### src/hdl/cld_pkg.sv
`timescale 1ns / 1ps
`default_nettype none
// ----------------------------------------------------------------------------
// cld_pkg
// Shared sizes, codes and types of the capacity-limited demand splitter.
// ----------------------------------------------------------------------------
package cld_pkg;

    localparam int MAX_RESERVOIRS = 8;
    localparam int MASS_BITS      = 40;
    localparam int RESULT_LIMIT   = 8;
    localparam int GROUP_MAX      = (MAX_RESERVOIRS < RESULT_LIMIT) ? MAX_RESERVOIRS
                                                                    : RESULT_LIMIT;

    localparam int SLOT_W   = 3;
    localparam int TYPE_W   = 2;
    localparam int IN_USE_W = 4;
    localparam int ADDR_W   = 3;
    localparam int DATA_W   = 32;

    localparam int IDX_W      = (MAX_RESERVOIRS > 1) ? $clog2(MAX_RESERVOIRS) : 1;
    localparam int CNT_W      = $clog2(MAX_RESERVOIRS + 1);
    localparam int DIV_STEP_W = $clog2(MASS_BITS + 1);

    typedef enum logic [TYPE_W-1:0] {
        REQ_LOAD   = 2'd0,
        REQ_DIST   = 2'd1,
        REQ_ENABLE = 2'd2
    } req_t;

    typedef enum logic [0:0] {
        REG_CASCADE = 1'b0,
        REG_IN_USE  = 1'b1
    } reg_idx_t;

    // controls from the sequencer into the reservoir table
    typedef struct packed {
        logic             load;
        logic [IDX_W-1:0] load_idx;
        logic             upd;
        logic             drop;
        logic             enable;
    } tbl_ctl_t;

endpackage
`default_nettype wire

### src/hdl/cld_if.sv
`timescale 1ns / 1ps
`default_nettype none
// ----------------------------------------------------------------------------
// cld_req_if / cld_rsp_if
// Valid/ready channels carrying request words and result words.
// ----------------------------------------------------------------------------
interface cld_req_if;
    logic                             valid;
    logic                             ready;
    logic [cld_pkg::TYPE_W-1:0]       req_type;
    logic [cld_pkg::SLOT_W-1:0]       slot;
    logic [cld_pkg::MASS_BITS-1:0]    capacity;
    logic [cld_pkg::MASS_BITS-1:0]    drawn_so_far;
    logic [cld_pkg::MASS_BITS-1:0]    demand;

    modport source (output valid, req_type, slot, capacity, drawn_so_far, demand,
                    input ready);
    modport sink   (input valid, req_type, slot, capacity, drawn_so_far, demand,
                    output ready);
endinterface

interface cld_rsp_if;
    logic                             valid;
    logic                             ready;
    logic [cld_pkg::SLOT_W-1:0]       out_slot;
    logic [cld_pkg::MASS_BITS-1:0]    drawn_step;
    logic                             still_available;
    logic [cld_pkg::MASS_BITS-1:0]    unsatisfied;
    logic                             last;

    modport source (output valid, out_slot, drawn_step, still_available, unsatisfied, last,
                    input ready);
    modport sink   (input valid, out_slot, drawn_step, still_available, unsatisfied, last,
                    output ready);
endinterface
`default_nettype wire

### src/hdl/capacity_limited_demand_splitter.sv
`timescale 1ns / 1ps
`default_nettype none
// ----------------------------------------------------------------------------
// capacity_limited_demand_splitter
// Max-min fair share, or flow-down fill, of a demand over a table of capacity-limited reservoirs.
// ----------------------------------------------------------------------------
//  channel   dir  handshake            word
//  req       in   valid/ready          req_type, slot, capacity, drawn_so_far, demand
//  rsp       out  valid/ready          out_slot, drawn_step, still_available,
//                                      unsatisfied, last
//  apb       in   psel/penable/pready  split mode @0x0, reservoirs_in_use @0x4
//
//  load and re-enable words are handled in idle. a distribute word with n reservoirs
//  first counts the live ones, then runs equal-split passes, each a bit-serial
//  divide and a table walk (at most n passes), or a flow-down walk, then
//  reports one result per reservoir.
//  reset clears the table, the available mask and mode; group size resets to 1.
//  req.ready is low from a distribute word until its last result is registered;
//  a stalled rsp holds the result walk.
// ----------------------------------------------------------------------------
module capacity_limited_demand_splitter
(
    input  wire logic                          clk,
    input  wire logic                          rst_n,
    input  wire logic                          psel,
    input  wire logic                          penable,
    input  wire logic                          pwrite,
    input  wire logic [cld_pkg::ADDR_W-1:0]    paddr,
    input  wire logic [cld_pkg::DATA_W-1:0]    pwdata,
    output logic      [cld_pkg::DATA_W-1:0]    prdata,
    output logic                               pready,
    cld_req_if.sink                            req,
    cld_rsp_if.source                          rsp
);

    typedef enum logic [5:0] {
        ST_IDLE   = 6'b000001,
        ST_COUNT  = 6'b000010,
        ST_DIV    = 6'b000100,
        ST_FETCH  = 6'b001000,
        ST_APPLY  = 6'b010000,
        ST_REPORT = 6'b100000
    } state_t;

    localparam int MB = cld_pkg::MASS_BITS;

    state_t                              state_reg, state_next;
    logic [cld_pkg::CNT_W-1:0]           walk_reg,  walk_next;
    logic [cld_pkg::CNT_W-1:0]           cnt_reg,   cnt_next;
    logic [MB-1:0]                       rem_reg,   rem_next;
    logic [MB-1:0]                       per_reg,   per_next;
    logic [MB-1:0]                       room_reg,  room_next;
    logic [MB-1:0]                       unsat_reg, unsat_next;
    logic                                again_reg, again_next;

    logic                                ov_reg,     ov_next;
    logic [cld_pkg::SLOT_W-1:0]          oslot_reg,  oslot_next;
    logic [MB-1:0]                       odrawn_reg, odrawn_next;
    logic                                oavail_reg, oavail_next;
    logic [MB-1:0]                       ounsat_reg, ounsat_next;
    logic                                olast_reg,  olast_next;

    logic                                cascade_mode;
    logic [cld_pkg::CNT_W-1:0]           group_n;
    logic [cld_pkg::MAX_RESERVOIRS-1:0]  grp_mask;
    logic [cld_pkg::MAX_RESERVOIRS-1:0]  avail;
    logic [cld_pkg::IDX_W-1:0]           walk_idx;
    logic                                walk_last;
    cld_pkg::tbl_ctl_t                   tbl_ctl;
    logic [MB-1:0]                       rd_cap;
    logic [MB-1:0]                       rd_drawn;
    logic [MB-1:0]                       upd_drawn;
    logic                                div_start;
    logic                                div_done;
    logic [MB-1:0]                       div_quotient;
    logic [MB:0]                         room_diff;
    logic [MB-1:0]                       room_calc;
    logic [MB-1:0]                       x_sel;
    logic                                fits;
    logic [MB-1:0]                       drawn_add;
    logic                                pass_end;

    cld_apb_regs u_regs
    (
        .clk          (clk),
        .rst_n        (rst_n),
        .psel         (psel),
        .penable      (penable),
        .pwrite       (pwrite),
        .paddr        (paddr),
        .pwdata       (pwdata),
        .prdata       (prdata),
        .pready       (pready),
        .cascade_mode (cascade_mode),
        .group_n      (group_n)
    );

    cld_reservoirs u_table
    (
        .clk        (clk),
        .rst_n      (rst_n),
        .ctl        (tbl_ctl),
        .load_cap   (req.capacity),
        .load_drawn (req.drawn_so_far),
        .idx        (walk_idx),
        .upd_drawn  (upd_drawn),
        .grp_mask   (grp_mask),
        .rd_cap     (rd_cap),
        .rd_drawn   (rd_drawn),
        .avail      (avail)
    );

    cld_divider u_div
    (
        .clk      (clk),
        .rst_n    (rst_n),
        .start    (div_start),
        .dividend (rem_next),
        .divisor  (cnt_next),
        .done     (div_done),
        .quotient (div_quotient)
    );

    always_comb
    begin
        for (int i = 0; i < cld_pkg::MAX_RESERVOIRS; i++)
            grp_mask[i] = (i < int'(group_n));
    end

    assign walk_idx  = walk_reg[cld_pkg::IDX_W-1:0];
    assign walk_last = (walk_reg == (group_n - cld_pkg::CNT_W'(1)));

    // headroom, zero when drawn already exceeds capacity
    assign room_diff = {1'b0, rd_cap} - {1'b0, rd_drawn};
    assign room_calc = room_diff[MB] ? '0 : room_diff[MB-1:0];

    assign x_sel     = cascade_mode ? rem_reg : per_reg;
    assign fits      = room_reg >= x_sel;
    assign drawn_add = rd_drawn + x_sel;

    assign req.ready = (state_reg == ST_IDLE);

    always_comb
    begin
        state_next  = state_reg;
        walk_next   = walk_reg;
        cnt_next    = cnt_reg;
        rem_next    = rem_reg;
        per_next    = per_reg;
        room_next   = room_reg;
        unsat_next  = unsat_reg;
        again_next  = again_reg;
        ov_next     = ov_reg && !rsp.ready;
        oslot_next  = oslot_reg;
        odrawn_next = odrawn_reg;
        oavail_next = oavail_reg;
        ounsat_next = ounsat_reg;
        olast_next  = olast_reg;
        tbl_ctl     = '0;
        upd_drawn   = rd_drawn;
        div_start   = 1'b0;
        pass_end    = 1'b0;

        unique case (state_reg)
            ST_IDLE:
            begin
                if (req.valid)
                begin
                    unique case (req.req_type)
                        cld_pkg::REQ_LOAD:
                        begin
                            tbl_ctl.load     = (int'(req.slot) < cld_pkg::MAX_RESERVOIRS);
                            tbl_ctl.load_idx = cld_pkg::IDX_W'(req.slot);
                        end
                        cld_pkg::REQ_ENABLE:
                            tbl_ctl.enable = 1'b1;
                        cld_pkg::REQ_DIST:
                        begin
                            rem_next   = req.demand;
                            walk_next  = '0;
                            cnt_next   = '0;
                            state_next = ST_COUNT;
                        end
                        default:
                            state_next = ST_IDLE;
                    endcase
                end
            end

            ST_COUNT:
            begin
                cnt_next  = cnt_reg + cld_pkg::CNT_W'(avail[walk_idx]);
                walk_next = walk_reg + cld_pkg::CNT_W'(1);
                if (walk_last)
                begin
                    walk_next = '0;
                    priority if (cnt_next == '0)
                    begin
                        unsat_next = rem_reg;
                        state_next = ST_REPORT;
                    end
                    else if (rem_reg == '0)
                    begin
                        unsat_next = '0;
                        state_next = ST_REPORT;
                    end
                    else if (cascade_mode)
                        state_next = ST_FETCH;
                    else
                    begin
                        div_start  = 1'b1;
                        state_next = ST_DIV;
                    end
                end
            end

            ST_DIV:
            begin
                if (div_done)
                begin
                    per_next   = div_quotient;
                    rem_next   = '0;
                    again_next = 1'b0;
                    walk_next  = '0;
                    state_next = ST_FETCH;
                end
            end

            ST_FETCH:
            begin
                if (avail[walk_idx])
                begin
                    room_next  = room_calc;
                    state_next = ST_APPLY;
                end
                else
                    pass_end = 1'b1;
            end

            ST_APPLY:
            begin
                if (fits)
                begin
                    tbl_ctl.upd = 1'b1;
                    upd_drawn   = drawn_add;
                end
                else
                begin
                    // drain and drop this reservoir
                    tbl_ctl.upd  = 1'b1;
                    tbl_ctl.drop = 1'b1;
                    upd_drawn    = rd_cap;
                    cnt_next     = cnt_reg - cld_pkg::CNT_W'(1);
                end

                if (cascade_mode)
                begin
                    if (fits)
                    begin
                        rem_next   = '0;
                        unsat_next = '0;
                        walk_next  = '0;
                        state_next = ST_REPORT;
                    end
                    else
                    begin
                        rem_next = rem_reg - room_reg;
                        pass_end = 1'b1;
                    end
                end
                else
                begin
                    if (!fits)
                    begin
                        rem_next   = rem_reg + (per_reg - room_reg);
                        again_next = 1'b1;
                    end
                    pass_end = 1'b1;
                end
            end

            ST_REPORT:
            begin
                if (!ov_reg || rsp.ready)
                begin
                    ov_next     = 1'b1;
                    oslot_next  = cld_pkg::SLOT_W'(walk_reg);
                    odrawn_next = rd_drawn;
                    oavail_next = avail[walk_idx];
                    olast_next  = walk_last;
                    ounsat_next = walk_last ? unsat_reg : '0;
                    if (walk_last)
                    begin
                        walk_next  = '0;
                        state_next = ST_IDLE;
                    end
                    else
                        walk_next = walk_reg + cld_pkg::CNT_W'(1);
                end
            end

            default:
                state_next = ST_IDLE;
        endcase

        // one reservoir done: step the walk, or end the pass after the last one
        if (pass_end)
        begin
            if (!walk_last)
            begin
                walk_next  = walk_reg + cld_pkg::CNT_W'(1);
                state_next = ST_FETCH;
            end
            else
            begin
                walk_next = '0;
                if (!cascade_mode && again_next && (cnt_next != '0))
                begin
                    div_start  = 1'b1;
                    state_next = ST_DIV;
                end
                else
                begin
                    unsat_next = (cnt_next == '0) ? rem_next : '0;
                    state_next = ST_REPORT;
                end
            end
        end
    end

    always_ff @(posedge clk or negedge rst_n)
    begin
        if (!rst_n)
        begin
            state_reg <= ST_IDLE;
            walk_reg  <= '0;
            cnt_reg   <= '0;
            again_reg <= 1'b0;
            ov_reg    <= 1'b0;
        end
        else
        begin
            state_reg <= state_next;
            walk_reg  <= walk_next;
            cnt_reg   <= cnt_next;
            again_reg <= again_next;
            ov_reg    <= ov_next;
        end
    end

    always_ff @(posedge clk)
    begin
        rem_reg    <= rem_next;
        per_reg    <= per_next;
        room_reg   <= room_next;
        unsat_reg  <= unsat_next;
        oslot_reg  <= oslot_next;
        odrawn_reg <= odrawn_next;
        oavail_reg <= oavail_next;
        ounsat_reg <= ounsat_next;
        olast_reg  <= olast_next;
    end

    assign rsp.valid           = ov_reg;
    assign rsp.out_slot        = oslot_reg;
    assign rsp.drawn_step      = odrawn_reg;
    assign rsp.still_available = oavail_reg;
    assign rsp.unsatisfied     = ounsat_reg;
    assign rsp.last            = olast_reg;

endmodule
`default_nettype wire

### src/hdl/cld_apb_regs.sv
`timescale 1ns / 1ps
`default_nettype none
// ----------------------------------------------------------------------------
// cld_apb_regs
// APB register file: split mode and group size, with group size saturation.
// ----------------------------------------------------------------------------
module cld_apb_regs
(
    input  wire logic                         clk,
    input  wire logic                         rst_n,
    input  wire logic                         psel,
    input  wire logic                         penable,
    input  wire logic                         pwrite,
    input  wire logic [cld_pkg::ADDR_W-1:0]   paddr,
    input  wire logic [cld_pkg::DATA_W-1:0]   pwdata,
    output logic      [cld_pkg::DATA_W-1:0]   prdata,
    output logic                              pready,
    output logic                              cascade_mode,
    output logic      [cld_pkg::CNT_W-1:0]    group_n
);

    logic                            mode_reg,   mode_next;
    logic [cld_pkg::IN_USE_W-1:0]    in_use_reg, in_use_next;
    cld_pkg::reg_idx_t               reg_idx;
    logic                            wr_en;

    assign reg_idx = cld_pkg::reg_idx_t'(paddr[cld_pkg::ADDR_W-1:2]);
    assign wr_en   = psel && penable && pwrite;
    assign pready  = 1'b1;

    always_comb
    begin
        mode_next   = mode_reg;
        in_use_next = in_use_reg;
        if (wr_en)
        begin
            unique case (reg_idx)
                cld_pkg::REG_CASCADE: mode_next   = pwdata[0];
                cld_pkg::REG_IN_USE:  in_use_next = pwdata[cld_pkg::IN_USE_W-1:0];
                default:              mode_next   = mode_reg;
            endcase
        end
    end

    always_comb
    begin
        unique case (reg_idx)
            cld_pkg::REG_CASCADE: prdata = cld_pkg::DATA_W'(mode_reg);
            cld_pkg::REG_IN_USE:  prdata = cld_pkg::DATA_W'(in_use_reg);
            default:              prdata = '0;
        endcase
    end

    // zero counts as one, large counts clip to the table size
    always_comb
    begin
        priority if (in_use_reg == '0)
            group_n = cld_pkg::CNT_W'(1);
        else if (int'(in_use_reg) > cld_pkg::GROUP_MAX)
            group_n = cld_pkg::CNT_W'(cld_pkg::GROUP_MAX);
        else
            group_n = cld_pkg::CNT_W'(in_use_reg);
    end

    assign cascade_mode = mode_reg;

    always_ff @(posedge clk or negedge rst_n)
    begin
        if (!rst_n)
        begin
            mode_reg   <= 1'b0;
            in_use_reg <= cld_pkg::IN_USE_W'(1);
        end
        else
        begin
            mode_reg   <= mode_next;
            in_use_reg <= in_use_next;
        end
    end

endmodule
`default_nettype wire

### src/hdl/cld_divider.sv
`timescale 1ns / 1ps
`default_nettype none
// ----------------------------------------------------------------------------
// cld_divider
// Bit-serial restoring divider: mass word over live reservoir count.
// ----------------------------------------------------------------------------
module cld_divider
(
    input  wire logic                            clk,
    input  wire logic                            rst_n,
    input  wire logic                            start,
    input  wire logic [cld_pkg::MASS_BITS-1:0]   dividend,
    input  wire logic [cld_pkg::CNT_W-1:0]       divisor,
    output logic                                 done,
    output logic      [cld_pkg::MASS_BITS-1:0]   quotient
);

    logic                               busy_reg, busy_next;
    logic                               done_reg, done_next;
    logic [cld_pkg::DIV_STEP_W-1:0]     step_reg, step_next;
    logic [cld_pkg::MASS_BITS-1:0]      quo_reg,  quo_next;
    logic [cld_pkg::CNT_W-1:0]          part_reg, part_next;
    logic [cld_pkg::CNT_W-1:0]          dsr_reg,  dsr_next;
    logic [cld_pkg::CNT_W:0]            trial;
    logic [cld_pkg::CNT_W:0]            diff;
    logic                               ge;

    always_comb
    begin
        trial = {part_reg, quo_reg[cld_pkg::MASS_BITS-1]};
        ge    = trial >= {1'b0, dsr_reg};
        diff  = trial - {1'b0, dsr_reg};

        busy_next = busy_reg;
        done_next = 1'b0;
        step_next = step_reg;
        quo_next  = quo_reg;
        part_next = part_reg;
        dsr_next  = dsr_reg;

        priority if (start)
        begin
            busy_next = 1'b1;
            step_next = '0;
            quo_next  = dividend;
            part_next = '0;
            dsr_next  = divisor;
        end
        else if (busy_reg)
        begin
            // partial remainder stays below the divisor
            part_next = ge ? diff[cld_pkg::CNT_W-1:0] : trial[cld_pkg::CNT_W-1:0];
            quo_next  = {quo_reg[cld_pkg::MASS_BITS-2:0], ge};
            step_next = step_reg + cld_pkg::DIV_STEP_W'(1);
            if (step_reg == cld_pkg::DIV_STEP_W'(cld_pkg::MASS_BITS - 1))
            begin
                busy_next = 1'b0;
                done_next = 1'b1;
            end
        end
    end

    always_ff @(posedge clk or negedge rst_n)
    begin
        if (!rst_n)
        begin
            busy_reg <= 1'b0;
            done_reg <= 1'b0;
            step_reg <= '0;
        end
        else
        begin
            busy_reg <= busy_next;
            done_reg <= done_next;
            step_reg <= step_next;
        end
    end

    always_ff @(posedge clk)
    begin
        quo_reg  <= quo_next;
        part_reg <= part_next;
        dsr_reg  <= dsr_next;
    end

    assign done     = done_reg;
    assign quotient = quo_reg;

endmodule
`default_nettype wire

### src/hdl/cld_reservoirs.sv
`timescale 1ns / 1ps
`default_nettype none
// ----------------------------------------------------------------------------
// cld_reservoirs
// Reservoir table: capacity, drawn amount and available bit per entry.
// ----------------------------------------------------------------------------
module cld_reservoirs
(
    input  wire logic                                  clk,
    input  wire logic                                  rst_n,
    input  wire cld_pkg::tbl_ctl_t                     ctl,
    input  wire logic [cld_pkg::MASS_BITS-1:0]         load_cap,
    input  wire logic [cld_pkg::MASS_BITS-1:0]         load_drawn,
    input  wire logic [cld_pkg::IDX_W-1:0]             idx,
    input  wire logic [cld_pkg::MASS_BITS-1:0]         upd_drawn,
    input  wire logic [cld_pkg::MAX_RESERVOIRS-1:0]    grp_mask,
    output logic      [cld_pkg::MASS_BITS-1:0]         rd_cap,
    output logic      [cld_pkg::MASS_BITS-1:0]         rd_drawn,
    output logic      [cld_pkg::MAX_RESERVOIRS-1:0]    avail
);

    logic [cld_pkg::MASS_BITS-1:0]       cap_reg   [cld_pkg::MAX_RESERVOIRS];
    logic [cld_pkg::MASS_BITS-1:0]       drawn_reg [cld_pkg::MAX_RESERVOIRS];
    logic [cld_pkg::MAX_RESERVOIRS-1:0]  avail_reg, avail_next;

    always_comb
    begin
        avail_next = avail_reg;
        priority if (ctl.enable)
            avail_next = grp_mask;
        else if (ctl.drop)
            avail_next[idx] = 1'b0;
    end

    always_ff @(posedge clk or negedge rst_n)
    begin
        if (!rst_n)
        begin
            avail_reg <= '0;
            for (int i = 0; i < cld_pkg::MAX_RESERVOIRS; i++)
            begin
                cap_reg[i]   <= '0;
                drawn_reg[i] <= '0;
            end
        end
        else
        begin
            avail_reg <= avail_next;
            if (ctl.load)
            begin
                cap_reg[ctl.load_idx]   <= load_cap;
                drawn_reg[ctl.load_idx] <= load_drawn;
            end
            if (ctl.upd)
                drawn_reg[idx] <= upd_drawn;
        end
    end

    assign rd_cap   = cap_reg[idx];
    assign rd_drawn = drawn_reg[idx];
    assign avail    = avail_reg;

endmodule
`default_nettype wire

### src/flat_wrapper.sv
// flat-port wrapper written by rule: the top's interface ports become plain ports
module capacity_limited_demand_splitter_flat 
  (clk, rst_n, psel, penable, pwrite, paddr, pwdata, prdata, pready, req_valid, req_req_type, req_slot, req_capacity, req_drawn_so_far, req_demand, req_ready, rsp_valid, rsp_out_slot, rsp_drawn_step, rsp_still_available, rsp_unsatisfied, rsp_last, rsp_ready);
  cld_req_if req_i ();
  cld_rsp_if rsp_i ();
  input  wire logic clk;
  input  wire logic rst_n;
  input  wire logic psel;
  input  wire logic penable;
  input  wire logic pwrite;
  input  wire logic [cld_pkg::ADDR_W-1:0] paddr;
  input  wire logic [cld_pkg::DATA_W-1:0] pwdata;
  output logic      [cld_pkg::DATA_W-1:0] prdata;
  output logic pready;
  input wire logic [$bits(req_i.valid)-1:0] req_valid;
  input wire logic [$bits(req_i.req_type)-1:0] req_req_type;
  input wire logic [$bits(req_i.slot)-1:0] req_slot;
  input wire logic [$bits(req_i.capacity)-1:0] req_capacity;
  input wire logic [$bits(req_i.drawn_so_far)-1:0] req_drawn_so_far;
  input wire logic [$bits(req_i.demand)-1:0] req_demand;
  output wire logic [$bits(req_i.ready)-1:0] req_ready;
  output wire logic [$bits(rsp_i.valid)-1:0] rsp_valid;
  output wire logic [$bits(rsp_i.out_slot)-1:0] rsp_out_slot;
  output wire logic [$bits(rsp_i.drawn_step)-1:0] rsp_drawn_step;
  output wire logic [$bits(rsp_i.still_available)-1:0] rsp_still_available;
  output wire logic [$bits(rsp_i.unsatisfied)-1:0] rsp_unsatisfied;
  output wire logic [$bits(rsp_i.last)-1:0] rsp_last;
  input wire logic [$bits(rsp_i.ready)-1:0] rsp_ready;
  assign req_i.valid = req_valid;
  assign req_i.req_type = req_req_type;
  assign req_i.slot = req_slot;
  assign req_i.capacity = req_capacity;
  assign req_i.drawn_so_far = req_drawn_so_far;
  assign req_i.demand = req_demand;
  assign req_ready = req_i.ready;
  assign rsp_valid = rsp_i.valid;
  assign rsp_out_slot = rsp_i.out_slot;
  assign rsp_drawn_step = rsp_i.drawn_step;
  assign rsp_still_available = rsp_i.still_available;
  assign rsp_unsatisfied = rsp_i.unsatisfied;
  assign rsp_last = rsp_i.last;
  assign rsp_i.ready = rsp_ready;
  capacity_limited_demand_splitter u_core (.clk(clk), .rst_n(rst_n), .psel(psel), .penable(penable), .pwrite(pwrite), .paddr(paddr), .pwdata(pwdata), .prdata(prdata), .pready(pready), .req(req_i), .rsp(rsp_i));
endmodule
### config.mk
export PLATFORM = sky130hd
export DESIGN_NAME = capacity_limited_demand_splitter_flat
export DESIGN_NICKNAME = d
export VERILOG_FILES = /design/src/hdl/cld_pkg.sv /design/src/hdl/cld_if.sv /design/src/hdl/capacity_limited_demand_splitter.sv /design/src/hdl/cld_apb_regs.sv /design/src/hdl/cld_divider.sv /design/src/hdl/cld_reservoirs.sv /design/src/flat_wrapper.sv
export SDC_FILE = /design/constraint.sdc
export NUM_CORES = 2
export LEC_CHECK = 0
export CORE_MARGIN = 2
export CORE_UTILIZATION = 31
export DETAILED_ROUTE_END_ITERATION = 7
export DONT_BUFFER_PORTS = 1
export GPL_ROUTABILITY_DRIVEN = 0
export MAX_ROUTING_LAYER = met4
export SLEW_MARGIN = 30
export SYNTH_ARGS = -nofsm -noshare
export SYNTH_HDL_FRONTEND = slang
export SYNTH_SLANG_ARGS = --single-unit
### constraint.sdc
create_clock -name clk -period 6.7 [get_ports clk]
set_clock_uncertainty 0.1 [all_clocks]
set_input_delay 1.34 -clock clk [delete_from_list [all_inputs] [get_ports clk]]
set_output_delay 1.34 -clock clk [all_outputs]
set_load 0.02 [all_outputs]
# After elaboration in Yosys (flattened, before gate mapping)

Cells that the tools add are included.

Flip-flop bits (word level): 970
Input bits: 167

Add/sub/neg operators: 11
$lt $le $gt $ge: 17
Equality and inequality tests: 20
Muxes and demuxes: 109
Bitwise logic cells: 5
Reductions and logical operators: 29

Operators with widths:

| cell               | count |
|---|---|
| $mux 40            | 26 |
| $bwmux 320         | 3 |
| $mux 320           | 2 |
| $bmux 40 s3        | 2 |
| $demux 40 s3       | 2 |
| $pmux 40 s3        | 1 |
| $mux 6             | 15 |
| $add 40x40->40     | 2 |
| $pmux 40 s2        | 1 |
| $sub 40x40->40     | 2 |
| $mux 4             | 18 |
| $pmux 32 s2        | 1 |
| $sub 40x40->41     | 1 |
| $ge 40x40->1       | 1 |
| $logic_not 40->1   | 1 |
| $pmux 6 s6         | 1 |
| $mux 1             | 27 |
| $pmux 4 s5         | 1 |
| $ne 3x1->1 const B | 6 |
| $lt 3x4->1 const A | 4 |
| $mux 8             | 2 |
| $eq 6x6->1 const B | 2 |
| $logic_not 4->1    | 3 |
| $ne 3x2->1 const B | 4 |
| 42 further kinds   | 63 |

# Depth between registers and ports, before layout

Word-level depth: 13
Mapped depth: 23

# Modules after synthesis

A second synthesis with hierarchy kept.

Cell total of the unflattened synthesis: 5,373
Area, all modules: 57,687.8 sq um

Modules (own cells, without submodules):

| module                           | times used | cells each | area an instance (sq um) | seq. area each (sq um) |
|---|---|---|---|---|
| cld_reservoirs                   | 1          | 2,483      | 31,940.6                 | 16,215.6 |
| capacity_limited_demand_splitter | 1          | 2,673      | 22,749.3                 | 6,957.9 |
| cld_divider                      | 1          | 165        | 2,504.9                  | 1,601.5 |
| cld_apb_regs                     | 1          | 52         | 493.0                    | 126.4 |

# Worst setup path before layout

No wires, ideal clock.

Kind: register to register
Start point: register u_core.state_reg[0]
End point: register u_core.odrawn_reg[0] (netlist: u_core.rsp.drawn_step[0]), enable pin
Library setup time: 539 ps
Data arrival time: 5,260 ps
Data required time: 6,061 ps
Slack: 801 ps
Cell stages (with the launch flop): 5
Path buffers: 1
Cells stage by stage: dfstp_2 > or4_1 > or3b_2 > clkbuf_1 > nor2b_1

Cells in the longest elaborated chain, start to end: 2

RTL lines:

| what                       | line                                    | RTL |
|---|---|---|
| from (decl)                | capacity_limited_demand_splitter.sv:47  | `state_t state_reg, state_next;` |
| from (signal assigned)     | capacity_limited_demand_splitter.sv:343 | `state_reg <= state_next;` |
| $eq 6x6->1                 | capacity_limited_demand_splitter.sv:164 | `unique case (state_reg)` |
| $reduce_and 2->1 (no line) | n/a                                     |  |
| to (signal assigned)       | capacity_limited_demand_splitter.sv:358 | `odrawn_reg <= odrawn_next;` |
| to (decl)                  | capacity_limited_demand_splitter.sv:58  | `logic [MB-1:0] odrawn_reg, odrawn_next;` |

No other way between the ends.
A chain may end at the register's enable or synchronous reset.

# Worst setup path in the final report

Start point: register u_core.walk_reg[2] (netlist bit)
End point: register u_core.room_reg[2] (data pin)

Cells in the longest elaborated chain, start to end: 5
Elaborated cells between the ends (all ways): 8
Classes of those cells: add/sub (1); mux (6); bitwise (1)

RTL lines:

| what                                            | line                                       | RTL |
|---|---|---|
| from (decl)                                     | capacity_limited_demand_splitter.sv:48     | `logic [cld_pkg::CNT_W-1:0] walk_reg, walk_next;` |
| from (signal assigned)                          | capacity_limited_demand_splitter.sv:344    | `walk_reg <= walk_next;` |
| $not 3->4 (not written as such) (*)             | cld_reservoirs.sv:59, cld_reservoirs.sv:60 |  |
| $bmux 40 s3, on equally long branches           | cld_reservoirs.sv:59, cld_reservoirs.sv:60 |  |
| $mux 40, on equally long branches (2 in series) | cld_reservoirs.sv:59, cld_reservoirs.sv:60 |  |
| $sub 40x40->41 (*)                              | capacity_limited_demand_splitter.sv:134    | `assign room_diff = {1'b0, rd_cap} - {1'b0, rd_drawn};` |
| to (signal assigned)                            | capacity_limited_demand_splitter.sv:355    | `room_reg <= room_next;` |
| to (decl)                                       | capacity_limited_demand_splitter.sv:52     | `logic [MB-1:0] room_reg, room_next;` |

Mark *: on every way between the ends. The rest lies on a longest branch, timed or not. The select of a mux whose other input is x is not followed.

==> results.cfg <==
[outcome]
violations = max-slew violations
status = complete, but fails checks

[drt]
antenna_left = 0
firstDrtPassIters = 8
drc_errors = 0
vias = 44200
viasPerCell = 5.63
first_iter_violations = 4706
routedWlPerCell_um = 24.6
wirelength_um = 193000

[worst_setup_path]
cpPeakStageDelay_ps = 790
startpoint_type = flip-flop
crit_chain = nand2_1, nor2_4, buf_12, buf_4, a22oi_1, nand4_1, ha_1, and3_1, nand2_1, nor2_1, and3_1, o2111ai_1, a21oi_1, o21ai_0, o21ai_0, a31oi_4, buf_12, nor3_1
worstPathRequired_ps = 7140
arrival_ps = 6610
path_class = flip-flop to flip-flop
path_max_fanout = 21
slowest_stage = dfrtp_1
cp-end-kind = flip-flop

[cells_and_area]
final_cell_mix = dfrtp_1 (674), nand2_1 (488), a22oi_1 (404)
area_growth_pct = 11.4
final_common_cell = dfrtp_1
nNetsFinal = 5801
drive_above_1_share_pct = 12.2
utilization_pct = 34.7

[logic_synthesis]
ys_warn_count = 0
syn_area_um2 = 55500
synth_cells = 5558
synth_edf_count = 209
ys_seq_area_share_pct = 44.8
avgSynthCellArea_um2 = 9.99
yosys_most_used_dff = dfrtp_1
synth_cell_types = 95
ys_async_sr_fraction_pct = 69.8
ys_ff_latch = 970

[cts]
tritoncts = yes
clock-sinks = 970
h-tree-depth = 3
ctsResizeCount = 0
cts-root-buf = clkbuf_16
clkTransAtPathRegs_ps = 60
insertion_delay_ps = 770
cts_setup_buffers = 0
cts_inserted_buffers = 103
clockBufferDepth = 3
holdBufCountCts = 0

[power]
peakVddDrop_uv = 272
leakage_nw = 26.5
cellPowerDensity_nw_per_um2 = 472

[grt]
antenna_found_initial = 15
grt_pass1_vias = 42800
grt_pass1_wl_um = 285000
globalRouteOverflowTotal = 0
gr-usage-all-layers_pct = 21.3
grt_max_degree = 678

[sta]
period_needed_ps = 6170
rsz0062_at_grt = false
fmax_mhz = 162
final_hold_viol_count = 0
relSlewSlack_pct = -7.13
maxSlewViolCount = 126
finalCritPeriodShare_pct = 92.1
tns_ps = 0
setup_viol = 0
tightest_slew_ps = 1610

[floorplanning]
num_rows = 155
ioPinCount = 287
die-area_um2 = 183000
die_x_um = 427
start_util_pct = 31.2
die_y_um = 427
core-area_um2 = 178000

[placement]
dp_hpwl_um = 131000
portBuffers = 0

[worst_hold_path]
min_path_type = input pin to async pin

[flow_run]
maxCapViolCount = 0
==> logic make-up (layout without fill, tap and decap cells) <==
family / after synthesis / after routing / synth area share [%]
AOI/OAI and AO/OA: 1697 / 1697 / 20.6
xor gates and xnor gates: 139 / 139 / 2.19
adders and majority gates: 252 / 252 / 6.26
buffers and inverters: 752 / 637 / 5.48
DFF: 970 / 970 / 44.8
muxes: 435 / 435 / 8.78
other: 2 / 43 / 0.0135
and+or+nand+nor: 1311 / 1311 / 11.9
==> Yosys cell counts (209+ instances only) <==
cell,count,area share (%)
a22oi_1,404,5.5
nand2_1,488,3.3
a211oi_1,229,3.1
inv_1,338,2.3
o21ai_0,220,2.0
edfxtp_1,209,11
nor2b_1,215,2.4
clkbuf_1,285,1.9
dfrtp_1,675,30
ha_1,209,4.7
a21oi_1,389,3.5
mux2_2,291,5.9
==> critical path: cells and delay by family, from the launching register on <==
kind | cells | cell delay, ps
buffers and inverters | 3 | 760
DFF | 1 | 790
AOI/OAI and AO/OA | 6 | 1560
adders and majority gates | 1 | 290
and+or+nand+nor | 8 | 2380
==> stage by stage <==
step | setup WS, ps | instance area (um2) | std cells | power, W | hold slack [ps]
global placement | 754 | 58100 | 7630 | 0.0224 | 333
CTS | 631 | 61800 | 7825 | 0.0290 | 191
global route | 345 | 61900 | 7836 | 0.0310 | 193
finish | 531 | 61900 | 7839 | 0.0292 | 231
detailed placement | 729 | 58100 | 7632 | 0.0227 | 337
floorplan | 801 | 55600 | 5585 | 0.0186 | 322
==> power by group <==
part,switching (W),internal [W],total [W]
combinational,0.00814,0.00546,0.0136
sequential,0.00128,0.00812,0.00940
clock,0.00259,0.00361,0.00620
total,0.0120,0.0172,0.0292
==> worst paths after layout <==
path | from | to | slack (ps) | cells past startpoint
max in group asynchronous | rst_n | u_core.u_table.drawn_reg[296] | 5010 | 0
worst min register to register | u_core.u_div.quotient[37] | u_core.per_reg[37] | 350 | 0
min in group clk | u_core.u_div.quotient[37] | u_core.per_reg[37] | 350 | 0
worst min-delay path | rst_n | u_core.u_table.cap_reg[20] | 230 | 0
worst max register to register | u_core.walk_reg[2] | u_core.room_reg[2] | 530 | 18
worst max-delay path | u_core.walk_reg[2] | u_core.room_reg[2] | 530 | 18
==> layer usage <==
| layer | part of all wire (%) | up-vias | global-route usage (%) |
|---|---|---|---|
| met3 | 7.5 | 337 | 3.67 |
| met5 | 0 | - | - |
| met4 | 4.5 | 0 | 8.98 |
| met1 | 42 | 22100 | 27.5 |
| met2 | 46 | 1870 | 32.8 |
| li1 | - | 19800 | - |
==> layout make-up <==
| type | instances | area [um2] |
|---|---|---|
| fill | 17800 | 116000 |
| multi-input combinational | 3863 | 27900 |
| sequential | 970 | 24900 |
| clock buffer | 163 | 3230 |
| tap | 2355 | 2950 |
| inverter | 338 | 1270 |
| timing repair buffer | 106 | 1120 |
| clock inverter | 30 | 462 |
| antenna | 14 | 35.0 |
(Power assumes the default switching activity.)
